### src/rtl/core/address_hash_table_linear_probe_assert.svh
// Assertion macros for the page address map.
// Depends on nothing; included by the top level.
`ifndef ADDRESS_HASH_TABLE_LINEAR_PROBE_ASSERT_SVH
`define ADDRESS_HASH_TABLE_LINEAR_PROBE_ASSERT_SVH
`ifndef SYNTHESIS
`define AHT_ASSERT_IMP(label, clk, rst_n, ante, cons) \
  label: assert property (@(posedge clk) disable iff (!rst_n) (ante) |-> (cons)) \
    else $error("assertion failed");
`define AHT_ASSERT_NXT(label, clk, rst_n, ante, cons) \
  label: assert property (@(posedge clk) disable iff (!rst_n) (ante) |=> (cons)) \
    else $error("assertion failed");
`else
`define AHT_ASSERT_IMP(label, clk, rst_n, ante, cons)
`define AHT_ASSERT_NXT(label, clk, rst_n, ante, cons)
`endif
`endif

### src/rtl/core/aht_pkg.sv
// Package for the page address map: sizes, codes and the hash mix.
// Depends on nothing.
package aht_pkg;
  localparam int TABLE_SLOTS    = 1024;
  localparam int SLOT_W         = $clog2(TABLE_SLOTS);
  localparam int PAGE_SIZE_LOG2 = 20;
  localparam int HANDLE_WIDTH   = 16;
  localparam int CNT_W          = 10;
  localparam logic [63:0] MIX_MUL_A = 64'hbf58476d1ce4e5b9;
  localparam logic [63:0] MIX_MUL_B = 64'h94d049bb133111eb;
  localparam logic [CNT_W-1:0] MAX_ENTRIES_RST = CNT_W'(716);

  typedef enum logic [1:0] {
    KIND_INSERT = 2'd0,
    KIND_REMOVE = 2'd1,
    KIND_LOOKUP = 2'd2,
    KIND_NONE   = 2'd3
  } kind_t;

  typedef enum logic [1:0] {
    ST_DONE     = 2'd0,
    ST_NOTFOUND = 2'd1,
    ST_FULL     = 2'd2,
    ST_ZERO     = 2'd3
  } status_t;

  typedef struct packed {
    logic        start;
    logic [63:0] key;
  } hash_req_t;

  typedef struct packed {
    logic              done;
    logic [SLOT_W-1:0] slot;
  } hash_rsp_t;
endpackage

### src/rtl/core/aht_hash.sv
// Multi-cycle mix of a 64-bit key to its home slot; 32x32 partial products.
// Depends on aht_pkg.
module aht_hash (
  input  logic              clk,
  input  logic              rst_n,
  input  aht_pkg::hash_req_t req,
  output aht_pkg::hash_rsp_t rsp
);
  logic [63:0] v_r, v_nxt, m_r, m_nxt, acc_r, acc_nxt;
  logic [3:0]  step_r, step_nxt;
  logic        busy_r, busy_nxt;
  logic [31:0] pa, pb;
  logic [63:0] prod_r;

  always_comb begin
    pa = 32'd0;
    pb = 32'd0;
    case (step_r)
      4'd1, 4'd5: begin pa = v_r[31:0];  pb = m_r[31:0];  end
      4'd2, 4'd6: begin pa = v_r[31:0];  pb = m_r[63:32]; end
      4'd3, 4'd7: begin pa = v_r[63:32]; pb = m_r[31:0];  end
      default: begin pa = 32'd0; pb = 32'd0; end
    endcase
  end

  always_comb begin
    v_nxt = v_r;
    m_nxt = m_r;
    acc_nxt = acc_r;
    step_nxt = step_r;
    busy_nxt = busy_r;
    case (step_r)
      4'd0: begin
        if (req.start) begin
          v_nxt = req.key ^ (req.key >> 30);
          m_nxt = aht_pkg::MIX_MUL_A;
          busy_nxt = 1'b1;
          step_nxt = 4'd1;
        end
      end
      4'd1, 4'd5: step_nxt = step_r + 4'd1;
      4'd2, 4'd6: begin
        acc_nxt = prod_r;
        step_nxt = step_r + 4'd1;
      end
      4'd3, 4'd7: begin
        acc_nxt = acc_r + {prod_r[31:0], 32'd0};
        step_nxt = step_r + 4'd1;
      end
      4'd4: begin
        v_nxt = (acc_r + {prod_r[31:0], 32'd0});
        v_nxt = v_nxt ^ (v_nxt >> 27);
        m_nxt = aht_pkg::MIX_MUL_B;
        step_nxt = 4'd5;
      end
      4'd8: begin
        v_nxt = (acc_r + {prod_r[31:0], 32'd0});
        v_nxt = v_nxt ^ (v_nxt >> 31);
        busy_nxt = 1'b0;
        step_nxt = 4'd0;
      end
      default: step_nxt = 4'd0;
    endcase
  end

  always_ff @(posedge clk) begin
    if (!rst_n) begin
      step_r <= 4'd0;
      busy_r <= 1'b0;
    end else begin
      step_r <= step_nxt;
      busy_r <= busy_nxt;
    end
    v_r <= v_nxt;
    m_r <= m_nxt;
    acc_r <= acc_nxt;
    prod_r <= 64'(pa) * 64'(pb);
  end

  assign rsp.done = busy_r && !busy_nxt;
  assign rsp.slot = v_nxt[aht_pkg::SLOT_W-1:0];
endmodule

### config.mk
export PLATFORM = sky130hd
export DESIGN_NAME = aht_hash
export DESIGN_NICKNAME = d
export VERILOG_FILES = /design/src/rtl/core/address_hash_table_linear_probe_assert.svh /design/src/rtl/core/aht_pkg.sv /design/src/rtl/core/aht_hash.sv
export SDC_FILE = /design/constraint.sdc
export NUM_CORES = 2
export LEC_CHECK = 0
export ABC_AREA = 1
export BUFFER_PORTS_ARGS = -buffer_cell sky130_fd_sc_hd__buf_2
export CAP_MARGIN = 30
export CORE_MARGIN = 5
export CORE_UTILIZATION = 30
export DETAILED_ROUTE_END_ITERATION = 10
export GPL_TIMING_DRIVEN = 0
export SYNTH_ARGS = -nofsm -noshare
export SYNTH_HDL_FRONTEND = slang
export SYNTH_SLANG_ARGS = --single-unit
### constraint.sdc
create_clock -name clk -period 8.4 [get_ports clk]
set_input_delay 0.42 -clock clk [delete_from_list [all_inputs] [get_ports clk]]
set_output_delay 0.42 -clock clk [all_outputs]
set_load 0.01 [all_outputs]
==> impl_metrics.toml <==
[status]
status = "finished clean"

[clock_tree]
cts_buffers = 17
cts_max_path_buffers = 2
clk_pin_slew_worst_paths_ns = 0.08
tritoncts = "done"
insertion_delay_ns = 0.47
htree_levels = 4
clock_sinks = 199
cts-root-buf = "clkbuf_16"
ctsHoldBuffers = 0

[logic_synthesis]
ys_seq_elements = 199
synth_top_family_by_area = "adder cells"
yosysTopAreaCell = "fa_1"
synth_edf_count = 120
synth.avg_cell_area_um2 = 8.392
synthXorXnorAreaFrac_pct = 2.711
synth_nets = 6215
synth_top_area_share_pct = 38.63
synth_adder_area_share_pct = 50.01
syn_inst = 4965
syn-cell-area_um2 = 41670
synth_flop_cell = "edfxtp_1"
yosysWarnings = 0
synthMuxAreaShare_pct = 0
synth_cell_type_count = 51
synth_seq_area_share_pct = 12.44
synthTopCellsByArea = "fa_1 39%, inv_1 12%, ha_1 11%, edfxtp_1 8.6%, nand2_1 8.5%"
synthArstFlopShare_pct = 0
synth-simple-area-share_pct = 16.13
synth_compound_area_share_pct = 5.399

[cells_and_area]
finalNetCount = 6419
areaGrowthSynthToFinish_pct = 13.08
utilization_pct = 34.18
fillers = 14495
fin_area_um2 = 47120
drive_gt1_share_pct = 10.63
layoutNonFillerInstCount = 6980

[setup_path]
endpoint_kind = "flip-flop"
critPathMaxStageDelay_ns = 0.61
cp-start-kind = "flip-flop"
path_common_cell = "fa_1"
worstSetupPathType = "flip-flop to flip-flop"
cp_slowest_cell = "fa_1"
crit_arrival_ns = 8.59
crit_fanout = 10
critPathRequiredTime_ns = 8.73

[grt]
grt_pass1_vias = 34484
grt_max_degree = 44
antenna_found_initial = 4
grt_pass1_wl_um = 233700
grt_usage_pct = 21.89
grt_overflow = 0

[timing]
min_period_ns = 8.264
fmax_mhz = 121.0
tightest_slew_ns = 1.102
setup_ws_ns = 0.1363
setup_viol = 0
hold_viol = 0
final.period_utilization_pct = 98.38
clock_skew_ns = 0.01558
rsz0062_at_grt = "yes"
slew_headroom_pct = 26.51
final_max_slew_viol_count = 0

[hold_path]
hold_class = "input port to flip-flop"

[place]
pre_cts_slack_ns = -1.086
numPortBuffers = 77
postPlaceCellArea_um2 = 44370
hpwl_um = 139600
gp_congestion = 1.023
dp_cells = 6839

[route]
drc_errors = 0
drtPass1Iterations = 7
route.met3.wl_um = 12430
via_per_inst = 4.876
wl_per_cell_um = 23.12
drt_wl_total_um = 161400
drtIter0Drc = 3251
routed-wl-met2_um = 72200
wl_met1_um = 65530
ant_nets = 0
vias = 34037
routed.top_layer = "met4"

[floorplan]
core_area_um2 = 137800
io_pins = 78
start_util_pct = 30.23
die_h_um = 382.7
core.rowCount = 136
die_area_um2 = 146400
die_w_um = 382.7

[flow_run]
drv_cap = 0
[timing repair]
action,CTS,global route
resized for setup,158,162
endpoints found under the setup margin,45,43
buffers inserted,87,16
pin swaps,31,21
[worst paths after layout]
check / slack, ns / cells after the start / startpoint / endpoint
setup / recovery: 0.14 / 33 / m_r[59] / prod_r[47]
hold / removal: 0.24 / 3 / rst_n / step_r[1]
setup reg to reg: 0.14 / 33 / m_r[59] / prod_r[47]
hold reg to reg: 0.49 / 2 / busy_r / busy_r
[area by class of cell]
type | count | area [um2] | share of cell area, %
diodes | 4 | 10.01 | 0.02124
plain buffers | 86 | 683.2 | 1.450
clock buffers | 24 | 529.3 | 1.123
clock inverters | 8 | 82.58 | 0.1753
inverters | 1358 | 5141 | 10.91
multi-input cells | 3322 | 31680 | 67.24
flip-flops and latches | 199 | 5187 | 11.01
well taps | 1794 | 2245 | 4.764
repair buffers | 185 | 1556 | 3.303
[state kept, by name, summed over array words and instances (netlist names)]
name and cells:
v_r 64, m_r 2, prod_r 64, acc_r 64, step_r 4, busy_r 1
[metrics by stage]
stage | setup TNS, ns | hold WS, ns
finish | 0 | 0.2395
global route | -0.4518 | 0.2447
CTS | 0 | 0.2144
detailed placement | -35.71 | 0.4743
global placement | -36.74 | 0.4650
floorplan | 0 | 0.4408
[cell families (layout without fill, tap and decap cells)]
logic type                 count (synthesis)  in the layout
adders and majority gates               1183           1183
AOI/OAI and AO/OA                        338            338
buffers and inverters                   1444           1661
and+or+nand+nor                         1672           1672
other                                      0              4
DFF                                      199            199
xor gates and xnor gates                 129            129
[per-layer routing]
layer / GRT usage, % / up-vias
met4: 11.35 / 0
met5: 0 / -
met1: 29.18 / 16942
li1: - / 15132
met3: 3.257 / 391
met2: 34.62 / 1572
[worst max-delay path: cells and delay by family (launching register included)]
kind / cells / cell delay, ns
adders and majority gates: 9 / 4.40
buffers and inverters: 13 / 2.00
and+or+nand+nor: 11 / 1.29
DFF: 1 / 0.38
[cell usage in the layout (no fill, tap or decap), drive strengths merged]
| master | synthesis | routed |
|---|---|---|
| nand3b | 7 | 7 |
| clkinv | 2 | 4 |
| diode | 0 | 4 |
| nand4 | 13 | 13 |
| a21boi | 19 | 19 |
| a22oi | 10 | 10 |
| o211ai | 10 | 10 |
| nor3 | 21 | 21 |
| xnor2 | 37 | 37 |
| or2 | 7 | 7 |
| nor4 | 3 | 3 |
| a21oi | 105 | 105 |
| buf | 55 | 241 |
| xor2 | 92 | 92 |
| clkinvlp | 0 | 2 |
| nor2 | 474 | 474 |
| nand3 | 200 | 200 |
| o21bai | 22 | 22 |
| a21o | 9 | 9 |
| o22ai | 5 | 5 |
| o21ai | 128 | 128 |
| bufinv | 0 | 1 |
| o221ai | 2 | 2 |
| fa | 804 | 804 |
| dfxtp | 79 | 79 |
| edfxtp | 120 | 120 |
| o21a | 15 | 15 |
| a31oi | 8 | 8 |
| a211oi | 2 | 2 |
| inv | 1356 | 1359 |
| nor4b | 1 | 1 |
| and2 | 1 | 1 |
| o2111ai | 2 | 2 |
| clkbuf | 31 | 54 |
| a31o | 1 | 1 |
| ha | 379 | 379 |
| nand2 | 945 | 945 |
[cell usage after synthesis (7+ instances only)]
cell / number
inv_1: 1294
nand2_1: 941
fa_1: 804
nor2_1: 455
ha_1: 379
nand3_1: 200
edfxtp_1: 120
o21ai_0: 118
a21oi_1: 105
xor2_1: 92
dfxtp_1: 79
inv_2: 61
xnor2_1: 37
buf_2: 34
clkbuf_1: 31
o21bai_1: 22
nor3_1: 20
a21boi_4: 16
nor2_2: 16
buf_4: 15
o21a_1: 15
nand4_1: 13
o211ai_1: 10
a21o_1: 9
a22oi_4: 8
a31oi_1: 8
o21ai_1: 8
nand3b_1: 7
Power is left out: the tool's default activity adds up to more than one toggle a clock period on the data nets, which glitch-free logic cannot reach.
