**config.mk**
```make
export PLATFORM = sky130hd
export DESIGN_NAME = aht_ram
export DESIGN_NICKNAME = d
export VERILOG_FILES = /design/src/rtl/core/address_hash_table_linear_probe_assert.svh /design/src/rtl/core/aht_ram.sv
export SDC_FILE = /design/constraint.sdc
export NUM_CORES = 1
export LEC_CHECK = 0
export ABC_AREA = 1
export BUFFER_PORTS_ARGS = -buffer_cell sky130_fd_sc_hd__buf_2
export CAP_MARGIN = 40
export CORE_UTILIZATION = 43
export DETAILED_ROUTE_END_ITERATION = 10
export PLACE_DENSITY = 0.56
export SYNTH_ARGS = -nofsm -noshare
export SYNTH_HDL_FRONTEND = slang
export SYNTH_SLANG_ARGS = --single-unit
```
**constraint.sdc**
```tcl
create_clock -name clk -period 2 [get_ports clk]
set_input_delay 0.1 -clock clk [delete_from_list [all_inputs] [get_ports clk]]
set_output_delay 0.1 -clock clk [all_outputs]
set_load 0.1 [all_outputs]
```
**src/rtl/core/address_hash_table_linear_probe_assert.svh**
```systemverilog
// Assertion macros for the page address map.
// Depends on nothing; included by the top level.
`ifndef ADDRESS_HASH_TABLE_LINEAR_PROBE_ASSERT_SVH
`define ADDRESS_HASH_TABLE_LINEAR_PROBE_ASSERT_SVH
`ifndef SYNTHESIS
`define AHT_ASSERT_IMP(label, clk, rst_n, ante, cons) \
  label: assert property (@(posedge clk) disable iff (!rst_n) (ante) |-> (cons)) \
    else $error("assertion failed");
`define AHT_ASSERT_NXT(label, clk, rst_n, ante, cons) \
  label: assert property (@(posedge clk) disable iff (!rst_n) (ante) |=> (cons)) \
    else $error("assertion failed");
`else
`define AHT_ASSERT_IMP(label, clk, rst_n, ante, cons)
`define AHT_ASSERT_NXT(label, clk, rst_n, ante, cons)
`endif
`endif

```
**src/rtl/core/aht_ram.sv**
```systemverilog
// Generic single-port RAM with registered read.
// Depends on nothing.
module aht_ram #(
  parameter int WIDTH = 8,
  parameter int DEPTH = 16
) (
  input  logic                     clk,
  input  logic                     we,
  input  logic [$clog2(DEPTH)-1:0] addr,
  input  logic [WIDTH-1:0]         wdata,
  output logic [WIDTH-1:0]         rdata
);
  logic [WIDTH-1:0] mem [DEPTH];
  always_ff @(posedge clk) begin
    if (we) begin
      mem[addr] <= wdata;
    end
    rdata <= mem[addr];
  end
endmodule

```
==> Flow_metrics.wiki, run 1 <==
{| class="wikitable"
! Metric !! Value
|-
| Tot GR Track Use || around 21%
|-
| Cell with the most instances after synthesis || sky130_fd_sc_hd__nand2_1
|-
| Count of flip-flops with a built-in enable after synthesis || 128
|-
| CORE AREA || between 0.01 and 0.015 mm2
|-
| Post-CTS sizing || 0
|-
| Synth Flop Type || sky130_fd_sc_hd__edfxtp_1
|-
| Master cell of the clock root buffer || sky130_fd_sc_hd__clkbuf_16
|-
| Static leakage power || between 0.002 and 0.003 uW
|-
| Number of DRC markers in iteration 0 || between 200 and 250
|-
| Drt total wl || ~13 mm
|-
| Seq/Total Area, Yosys || a little under three quarters
|-
| Setup TNS after final layout || 0 ns
|-
| Die Span X || ~120 um
|-
| FP Rows || 41
|-
| Xor/xnor cell area share of the yosys netlist || 0%
|-
| Upper clock frequency limit || between 700 and 800 MHz
|-
| Antenna Violating Nets Remaining || 0
|-
| Worst-Margin Slew || 0.830 ns
|-
| Part of the cycle the worst path needs || roughly 65%
|-
| Post-synthesis share of cell area spent on full adders, half adders and majority gates || 0%
|-
| Number of sinks driven by the clock tree || between 100 and 150
|-
| Final count of negative-setup-slack endpoints || 0
|-
| Synthesized-area fraction occupied by ao, oa, aoi and oai cells || 0%
|-
| Count of buffering cells on the critical path with inverters included || 1
|-
| Max-slew violation count || 0
|-
| Antenna fix cells || 0
|-
| Area delta synth->final || 16.5%
|-
| Peak ir drop on the vdd network || between 0.6 and 0.7 mV
|-
| Number of synthesized register bits || about 140
|-
| Initial standard-cell utilization of the core || 44.1%
|-
| Worst-case clock skew || 0.00595 ns
|-
| Final RePlAce weighted congestion || 0.782
|-
| Fraction of synthesis flops using an asynchronous set or reset pin || 0%
|-
| Unrepaired setup endpoints after global routing || false
|-
| Post-CTS setup buffer count || 0
|-
| Largest net degree at the start of global routing || 53
|-
| Synthesized cell area || approximately 0.0056 mm2
|-
| DR WL/cell || ~16 um
|-
| Clock input transition at the sequential cells of the worst setup and hold paths || about 0.06 ns
|-
| Number of primary I/O pins || 22
|-
| 1st-pass router iterations || 5
|-
| Kind of critical path || reg2out
|-
| Synth top area cells || sky130_fd_sc_hd__edfxtp_1, sky130_fd_sc_hd__nand2_1, sky130_fd_sc_hd__dfxtp_1, sky130_fd_sc_hd__inv_1, sky130_fd_sc_hd__nor2_1
|-
| Number of buffers inserted by port buffering || 21
|-
| Post-placement setup slack || 0.304 ns
|-
| Number of buffers added by the clock tree synthesis step || 17
|-
| Number of levels the H-tree was split into || 4
|-
| Signal arrival time at the worst endpoint || approximately 1.2 ns
|-
| Main combinational cell family by area after synthesis || simple AND/OR/NAND/NOR gates
|-
| Via count of the first global-routing pass || ~3700
|-
| Hold crit path type || in2reg
|-
| Largest delay contributor family on the critical path || buffers and inverters
|-
| Clk_lat worst skew || 0.42 ns
|-
| Synthesis warning total || 0
|-
| Mean number of vias per cell || about 4.7
|-
| Sum of overflow across all layers after global routing || 0
|-
| Rel. slew slack || ~44%
|-
| Final instance area || 0.00652 mm2
|-
| Worst Setup Start Kind || flip-flop
|-
| Number of hold violations in the final report || 0
|-
| Cell Pwr Density || a little over 1000 mW/mm2
|-
| Cell taking the most area after synthesis || sky130_fd_sc_hd__edfxtp_1
|-
| Number of DRC violations after detailed routing || 0
|-
| Die area || about 0.013 mm2
|-
| Wire length of the first global-routing pass || roughly 20 mm
|-
| Mean instance size in the synthesized netlist || just over 10 um2
|-
| Simple-gate area share of the yosys netlist || between 20% and 30%
|-
| NumNets Final || ~600
|-
| Number of violations of the max-capacitance limit || 0
|-
| Required arrival time at the worst endpoint || 1.90 ns
|-
| Unique cell type count in the Yosys netlist || 11
|-
| Layout cells sized above 1 || ~11%
|-
| Initial antenna violation count || 0
|-
| Post-detailed-placement cell area || 0.00597 mm2
|-
| HPWL reported at the end of detailed placement || approximately 8 mm
|-
| Post-synthesis mux area share || 0%
|-
| Max stage delay on crit path || approximately 0.43 ns
|-
| Top post-synthesis cells by count || sky130_fd_sc_hd__nand2_1, sky130_fd_sc_hd__edfxtp_1, sky130_fd_sc_hd__inv_1
|-
| Fraction of post-synthesis cell area in the top cell type by area || 68.7%
|-
| Synthesized Nets || ~560
|-
| Clock Path Buffers || 2
|-
| Clock period minus worst slack || ~1.3 ns
|-
| Critical path peak fanout || 1
|-
| Count of mapped cells out of synthesis || roughly 550
|-
| Hold_buf cts || 0
|-
| DR vias || about 3700
|-
| Highest-delay cell along the critical path || sky130_fd_sc_hd__buf_2
|-
| Worst-path cell chain || buf_2
|-
| Result of the run || finished clean
|-
| Post-route setup slack || around 0.71 ns
|-
| Endpoint kind of the worst setup timing path || primary output
|-
| CTS tree || built
|-
| Die span in y || about 120 um
|}
-- metal layers --
layer / routed length, um / share of wire [%] / global-route usage (%)
met4: 270 / 2.1 / 9.49
met2: 6000 / 47 / 34.3
met1: 5900 / 46 / 28.3
met5: 0 / 0 / 0
met3: 582 / 4.6 / 4.76
-- registers in the layout, indices dropped and copies added, names as in the netlist --
| signal | count |
|---|---|
| mem | 128 |
| rdata | 8 |
-- cell type report --
type                       count  area, um2
sequential                   136       4000
timing repair buffer          43        283
fill                        1180       6150
clock buffer                  28        497
multi-input combinational    368       1390
tap                          172        215
clock inverter                 4       45.0
inverter                      23       86.3
-- kinds of logic after synthesis --
| logic type | count (synthesis) |
|---|---|
| simple gates | 368 |
| flops | 136 |
| buf+inv | 44 |
-- where the power goes --
part           total, uW  internal (uW)  leakage (uW)  switching, uW
Clock               2850           1800      0.000266           1050
Sequential          3210           3190       0.00122           18.9
Combinational        527            112       0.00132            415
Total               6580           5100       0.00281           1480
-- through the flow --
stage	hold WS, ns	util [%]	instances	power (uW)
after global placement	0.559	47.2	742	3800
after detailed placement	0.563	47.2	742	3800
after CTS	0.115	51.4	774	6640
after global routing	0.117	51.4	774	6810
final	0.118	51.4	774	6580
after floorplan	0.199	-	548	3620
-- final timing paths --
check,startpoint,endpoint,slack [ns],cells past startpoint
worst min register to register,mem[0][3]$_DFFE_PP_,rdata[3]$_DFF_P_,0.70,8
worst max register to register,mem[4][0]$_DFFE_PP_,rdata[0]$_DFF_P_,0.98,8
worst min-delay path,wdata[4],mem[13][4]$_DFFE_PP_,0.12,1
worst max-delay path,rdata[4]$_DFF_P_,rdata[4],0.71,1
-- cell usage in the layout (no fill, tap or decap), drive strengths merged --
| cell | Yosys | routed |
|---|---|---|
| nand2 | 346 | 346 |
| nand3 | 4 | 4 |
| clkinv | 1 | 4 |
| bufinv | 0 | 1 |
| nor2 | 18 | 18 |
| edfxtp | 128 | 128 |
| buf | 18 | 43 |
| clkbuf | 3 | 28 |
| inv | 22 | 22 |
| dfxtp | 8 | 8 |
Power figures use the tool's default switching activity.
==> inputs of run 2 (changes only) <==
- ABC_AREA: 1 -> 0
- clock period: 2 -> 1.22 ns (I/O delays scaled with it)
==> run 2 against run 1 <==
- the run now ends with negative setup slack left
- critical path depth increased by 2
- die area decreased by 9.2%
- clock power increased by 110%
- clock-buffer cell count decreased by 9
- setup slack got worse by 0.73 ns
- non-clock buffer count increased by 20
- total power increased by 86%
- critical path type is now reg2reg
==> Flow_metrics.wiki, run 2 <==
{| class="wikitable"
! Metric !! Value
|-
| Count of mapped cells out of synthesis || 230 (-58%)
|-
| Initial antenna violation count || 0 (unchanged)
|-
| Cell-internal power || 9780 uW (+92%)
|-
| Antenna fix cells || 0 (unchanged)
|-
| Fraction of synthesis flops using an asynchronous set or reset pin || 0% (unchanged)
|-
| DR vias || 2434 (-33%)
|-
| Unique cell type count in the Yosys netlist || 18 (+7)
|-
| Number of levels the H-tree was split into || 4 (unchanged)
|-
| Number of buffers inserted by port buffering || 21 (unchanged)
|-
| Part of the cycle the worst path needs || 102%
|-
| Start of the worst register-to-register path || mem[2][6]$_DFFE_PP_
|-
| Drt total wl || 10.0 mm (-21%)
|-
| Number of violations of the max-capacitance limit || 0 (unchanged)
|-
| Number of sinks driven by the clock tree || 136 (unchanged)
|-
| Commonest non-fill, non-tap cells in the layout || sky130_fd_sc_hd__edfxtp_1, sky130_fd_sc_hd__buf_4, sky130_fd_sc_hd__mux4_2
|-
| Global routing met2 resource utilization || 27.8% (-6.5 points)
|-
| R2R depth || 3 (-5)
|-
| Met1 global-route usage || 24.1% (-4.2 points)
|-
| Clock Path Buffers || 2 (unchanged)
|-
| Number of DRC markers in iteration 0 || 104 (-51%)
|-
| Largest net degree at the start of global routing || 21 (-60%)
|-
| Clock period minus worst slack || around 1.2 ns
|-
| Post-placement setup slack || -0.321 ns (-0.625 ns)
|-
| Worst-Margin Slew || 0.851 ns (+0.0209 ns)
|-
| FP Rows || 39 (-4.9%)
|-
| Fraction of post-synthesis cell area in the top cell type by area || 75.9% (+7.1 points)
|-
| Mean instance size in the synthesized netlist || 22.0 um2 (+120%)
|-
| Static leakage power || 0.00222 uW (-21%)
|-
| Die area || 0.0122 mm2 (-9.2%)
|-
| Upper clock frequency limit || between 800 and 900 MHz
|-
| Hold Path End || mem[2][4]$_DFFE_PP_
|-
| Clk_lat worst skew || 0.41 ns (about the same)
|-
| Synthesis warning total || 0 (unchanged)
|-
| Part of the total power dissipated in combinational logic || 7.1% (-0.9 points)
|-
| Largest regs || mem x128, rdata x8
|-
| Tot GR Track Use || 17.8% (-3.7 points)
|-
| Wire length of the first global-routing pass || 15.3 mm (-24%)
|-
| Number of DRC violations after detailed routing || 0 (unchanged)
|-
| Violations in the final reports || negative setup slack
|-
| Result of the run || finished with violations
|-
| Met3 demand-to-capacity share in global routing || 5.10% (+0.34 points)
|-
| Rel. slew slack || 43.1% (-1.3 points)
|-
| Worst-case clock skew || 0.0129 ns (+0.00698 ns)
|-
| Max-slew violation count || 0 (unchanged)
|-
| DR WL/cell || 22.0 um (+33%)
|-
| Switching share of total power || 20.0% (-2.5 points)
|-
| Top post-synthesis cells by count || sky130_fd_sc_hd__edfxtp_1, sky130_fd_sc_hd__mux4_2, sky130_fd_sc_hd__a22oi_1
|-
| Synth Flop Type || sky130_fd_sc_hd__edfxtp_1
|-
| Cell taking the most area after synthesis || sky130_fd_sc_hd__edfxtp_1
|-
| Post-route setup slack || -0.0224 ns (-0.729 ns)
|-
| Hold_buf cts || 0 (unchanged)
|-
| Endpoint kind of the worst setup timing path || flip-flop
|-
| Layout cells sized above 1 || 49.0% (+38 points)
|-
| 1st-pass router iterations || 4 (-1)
|-
| Sum of overflow across all layers after global routing || 0 (unchanged)
|-
| Required arrival time at the worst endpoint || 1.51 ns (-0.39 ns)
|-
| Area delta synth->final || 31.7%
|-
| Worst hold path cell count || 1 (unchanged)
|-
| Master cell of the clock root buffer || sky130_fd_sc_hd__clkbuf_16
|-
| Fraction of power consumed by sequential logic || 43.0% (-5.8 points)
|-
| Number of synthesized register bits || 136 (unchanged)
|-
| Worst Setup Start Kind || flip-flop
|-
| Cell with the most instances after synthesis || sky130_fd_sc_hd__edfxtp_1
|-
| Clock input transition at the sequential cells of the worst setup and hold paths || 0.06 ns (about the same)
|-
| Worst reg2reg setup slack || -0.02 ns (-1.00 ns)
|-
| Flip-flop count of the largest register after layout || 128 (unchanged)
|-
| Number of buffers added by the clock tree synthesis step || 17 (unchanged)
|-
| Hold crit path type || in2reg
|-
| Die span in y || 111 um (-4.7%)
|-
| NumNets Final || 315 (-48%)
|-
| Synthesized Nets || 244 (-57%)
|-
| Critical path peak fanout || 1 (unchanged)
|-
| Final RePlAce weighted congestion || 0.748 (-4.3%)
|-
| Initial standard-cell utilization of the core || 44.2% (+0.050 points)
|-
| Seq/Total Area, Yosys || 79.0% (+7.4 points)
|-
| Cell Pwr Density || 1830 mW/mm2 (+82%)
|-
| Reg-to-reg endpoint || rdata[6]$_DFF_P_
|-
| Switching power total || 2450 uW (+65%)
|-
| Most used routing layer || met2
|-
| Kind of critical path || reg2reg
|-
| CORE AREA || 0.0115 mm2 (-9.5%)
|-
| Synth top area cells || sky130_fd_sc_hd__edfxtp_1, sky130_fd_sc_hd__mux4_2, sky130_fd_sc_hd__dfxtp_1, sky130_fd_sc_hd__a22oi_1, sky130_fd_sc_hd__nor2_1
|-
| Number of primary I/O pins || 22 (unchanged)
|-
| Commonest non-fill, non-tap cell in the layout || sky130_fd_sc_hd__edfxtp_1
|-
| CTS tree || built
|-
| Final count of negative-setup-slack endpoints || 6 (+6)
|-
| Beginning of the worst hold path || wdata[4]
|-
| Mean number of vias per cell || 5.33 (+13%)
|-
| HPWL reported at the end of detailed placement || 6.48 mm (-19%)
|-
| Fill cell count || 841 (-29%)
|-
| Synthesized cell area || 0.00507 mm2 (-9.4%)
|-
| Signal arrival time at the worst endpoint || 1.53 ns (+0.34 ns)
|-
| Die Span X || 111 um (-4.7%)
|-
| Antenna Violating Nets Remaining || 0 (unchanged)
|-
| Peak ir drop on the vdd network || 0.953 mV (+45%)
|-
| Count of flip-flops with a built-in enable after synthesis || 128 (unchanged)
|-
| Part of the power in the clock network || 49.9% (+6.7 points)
|-
| Unrepaired setup endpoints after global routing || true
|-
| Via count of the first global-routing pass || 2533 (-32%)
|-
| Number of hold violations in the final report || 0 (unchanged)
|-
| Worst hold slack || 0.0328 ns (-0.0848 ns)
|-
| Biggest register || mem
|}
==> run 2: cell count changes after synthesis, moves of 4 or more <==
cell                      previous run  this run
sky130_fd_sc_hd__mux4_2              0        32
sky130_fd_sc_hd__inv_1              21         0
sky130_fd_sc_hd__buf_1               0         4
sky130_fd_sc_hd__a22oi_1             0        16
sky130_fd_sc_hd__buf_2              12         2
sky130_fd_sc_hd__nor3_1              0         4
sky130_fd_sc_hd__nand2_1           346         9
sky130_fd_sc_hd__buf_4               6         0
sky130_fd_sc_hd__nor2_1             18        13
==> run 2: critical path: stages, from the launching register on <==
cell                       delay [ns]
sky130_fd_sc_hd__edfxtp_1        0.36
sky130_fd_sc_hd__mux4_2          0.48
sky130_fd_sc_hd__a22oi_2         0.21
sky130_fd_sc_hd__nand2_1         0.07
==> run 2: worst max path at each step <==
| stage | from | end | slack [ns] | cells past startpoint |
|---|---|---|---|---|
| 2_1_floorplan | addr[1] | mem[8][0]$_DFFE_PP_ | 0.007 | 3 |
| 3_3_place_gp | addr[0] | rdata[2]$_DFF_P_ | -0.32 | 6 |
| 3_5_place_dp | addr[0] | rdata[0]$_DFF_P_ | -0.32 | 6 |
| 4_1_cts | mem[8][2]$_DFFE_PP_ | rdata[2]$_DFF_P_ | -0.04 | 3 |
| 5_1_grt | mem[0][2]$_DFFE_PP_ | rdata[2]$_DFF_P_ | -0.11 | 3 |
| 6_report | mem[2][6]$_DFFE_PP_ | rdata[6]$_DFF_P_ | -0.02 | 3 |
==> run 2: power by group through the flow <==
stage / Combinational [uW] / Sequential (uW) / Clock (uW)
floorplan: 304 / 5570 / 0
finish: 870 / 5260 / 6100
CTS: 877 / 5260 / 6180
detailed placement: 842 / 5360 / 0
global placement: 837 / 5350 / 0
global route: 922 / 5270 / 6390
==> run 2: metrics by stage <==
| step | std cells | power, uW | cell area, um2 | setup TNS, ns | util (%) |
|---|---|---|---|---|---|
| final | 457 | 12200 | 6670 | -0.0704 | 58.2 |
| after global routing | 457 | 12600 | 6670 | -0.591 | 58.2 |
| after CTS | 456 | 12300 | 6660 | -0.159 | 58.0 |
| after detailed placement | 424 | 6200 | 5890 | -7.62 | 51.4 |
| after global placement | 424 | 6190 | 5890 | -7.72 | 51.4 |
| after floorplan | 230 | 5870 | 5200 | 0 | - |
==> run 2: logic make-up after synthesis <==
logic type	Yosys count	share of synthesized area [%]
buffers and inverters	11	1.19
flip-flops	136	79.0
AND/OR/NAND/NOR	35	3.21
AO/OA/AOI/OAI	16	2.37
multiplexers	32	14.2
==> run 2: layout make-up <==
cell class / instances / area, um2 / share of cell area [%]
clock buffer: 19 / 433 / 6.49
clock inverter: 13 / 273 / 4.09
multi-input combinational: 83 / 1180 / 17.7
sequential: 136 / 4000 / 60.0
tap: 143 / 179 / 2.68
timing repair buffer: 63 / 603 / 9.04
==> run 2: what timing repair did <==
action,in CTS,in global routing
setup endpoints to repair,12,11
endpoints found under the hold margin,0,0
pin swaps,9,3
gates cloned,0,0
buffers inserted,0,0
gates resized for setup,14,3
==> run 2: routing by layer <==
layer | part of all wire (%) | vias to the layer above
li1 | - | 1111
met1 | 45 | 1265
met2 | 50 | 50
met3 | 3.5 | 8
met4 | 1.1 | 0
met5 | 0 | -
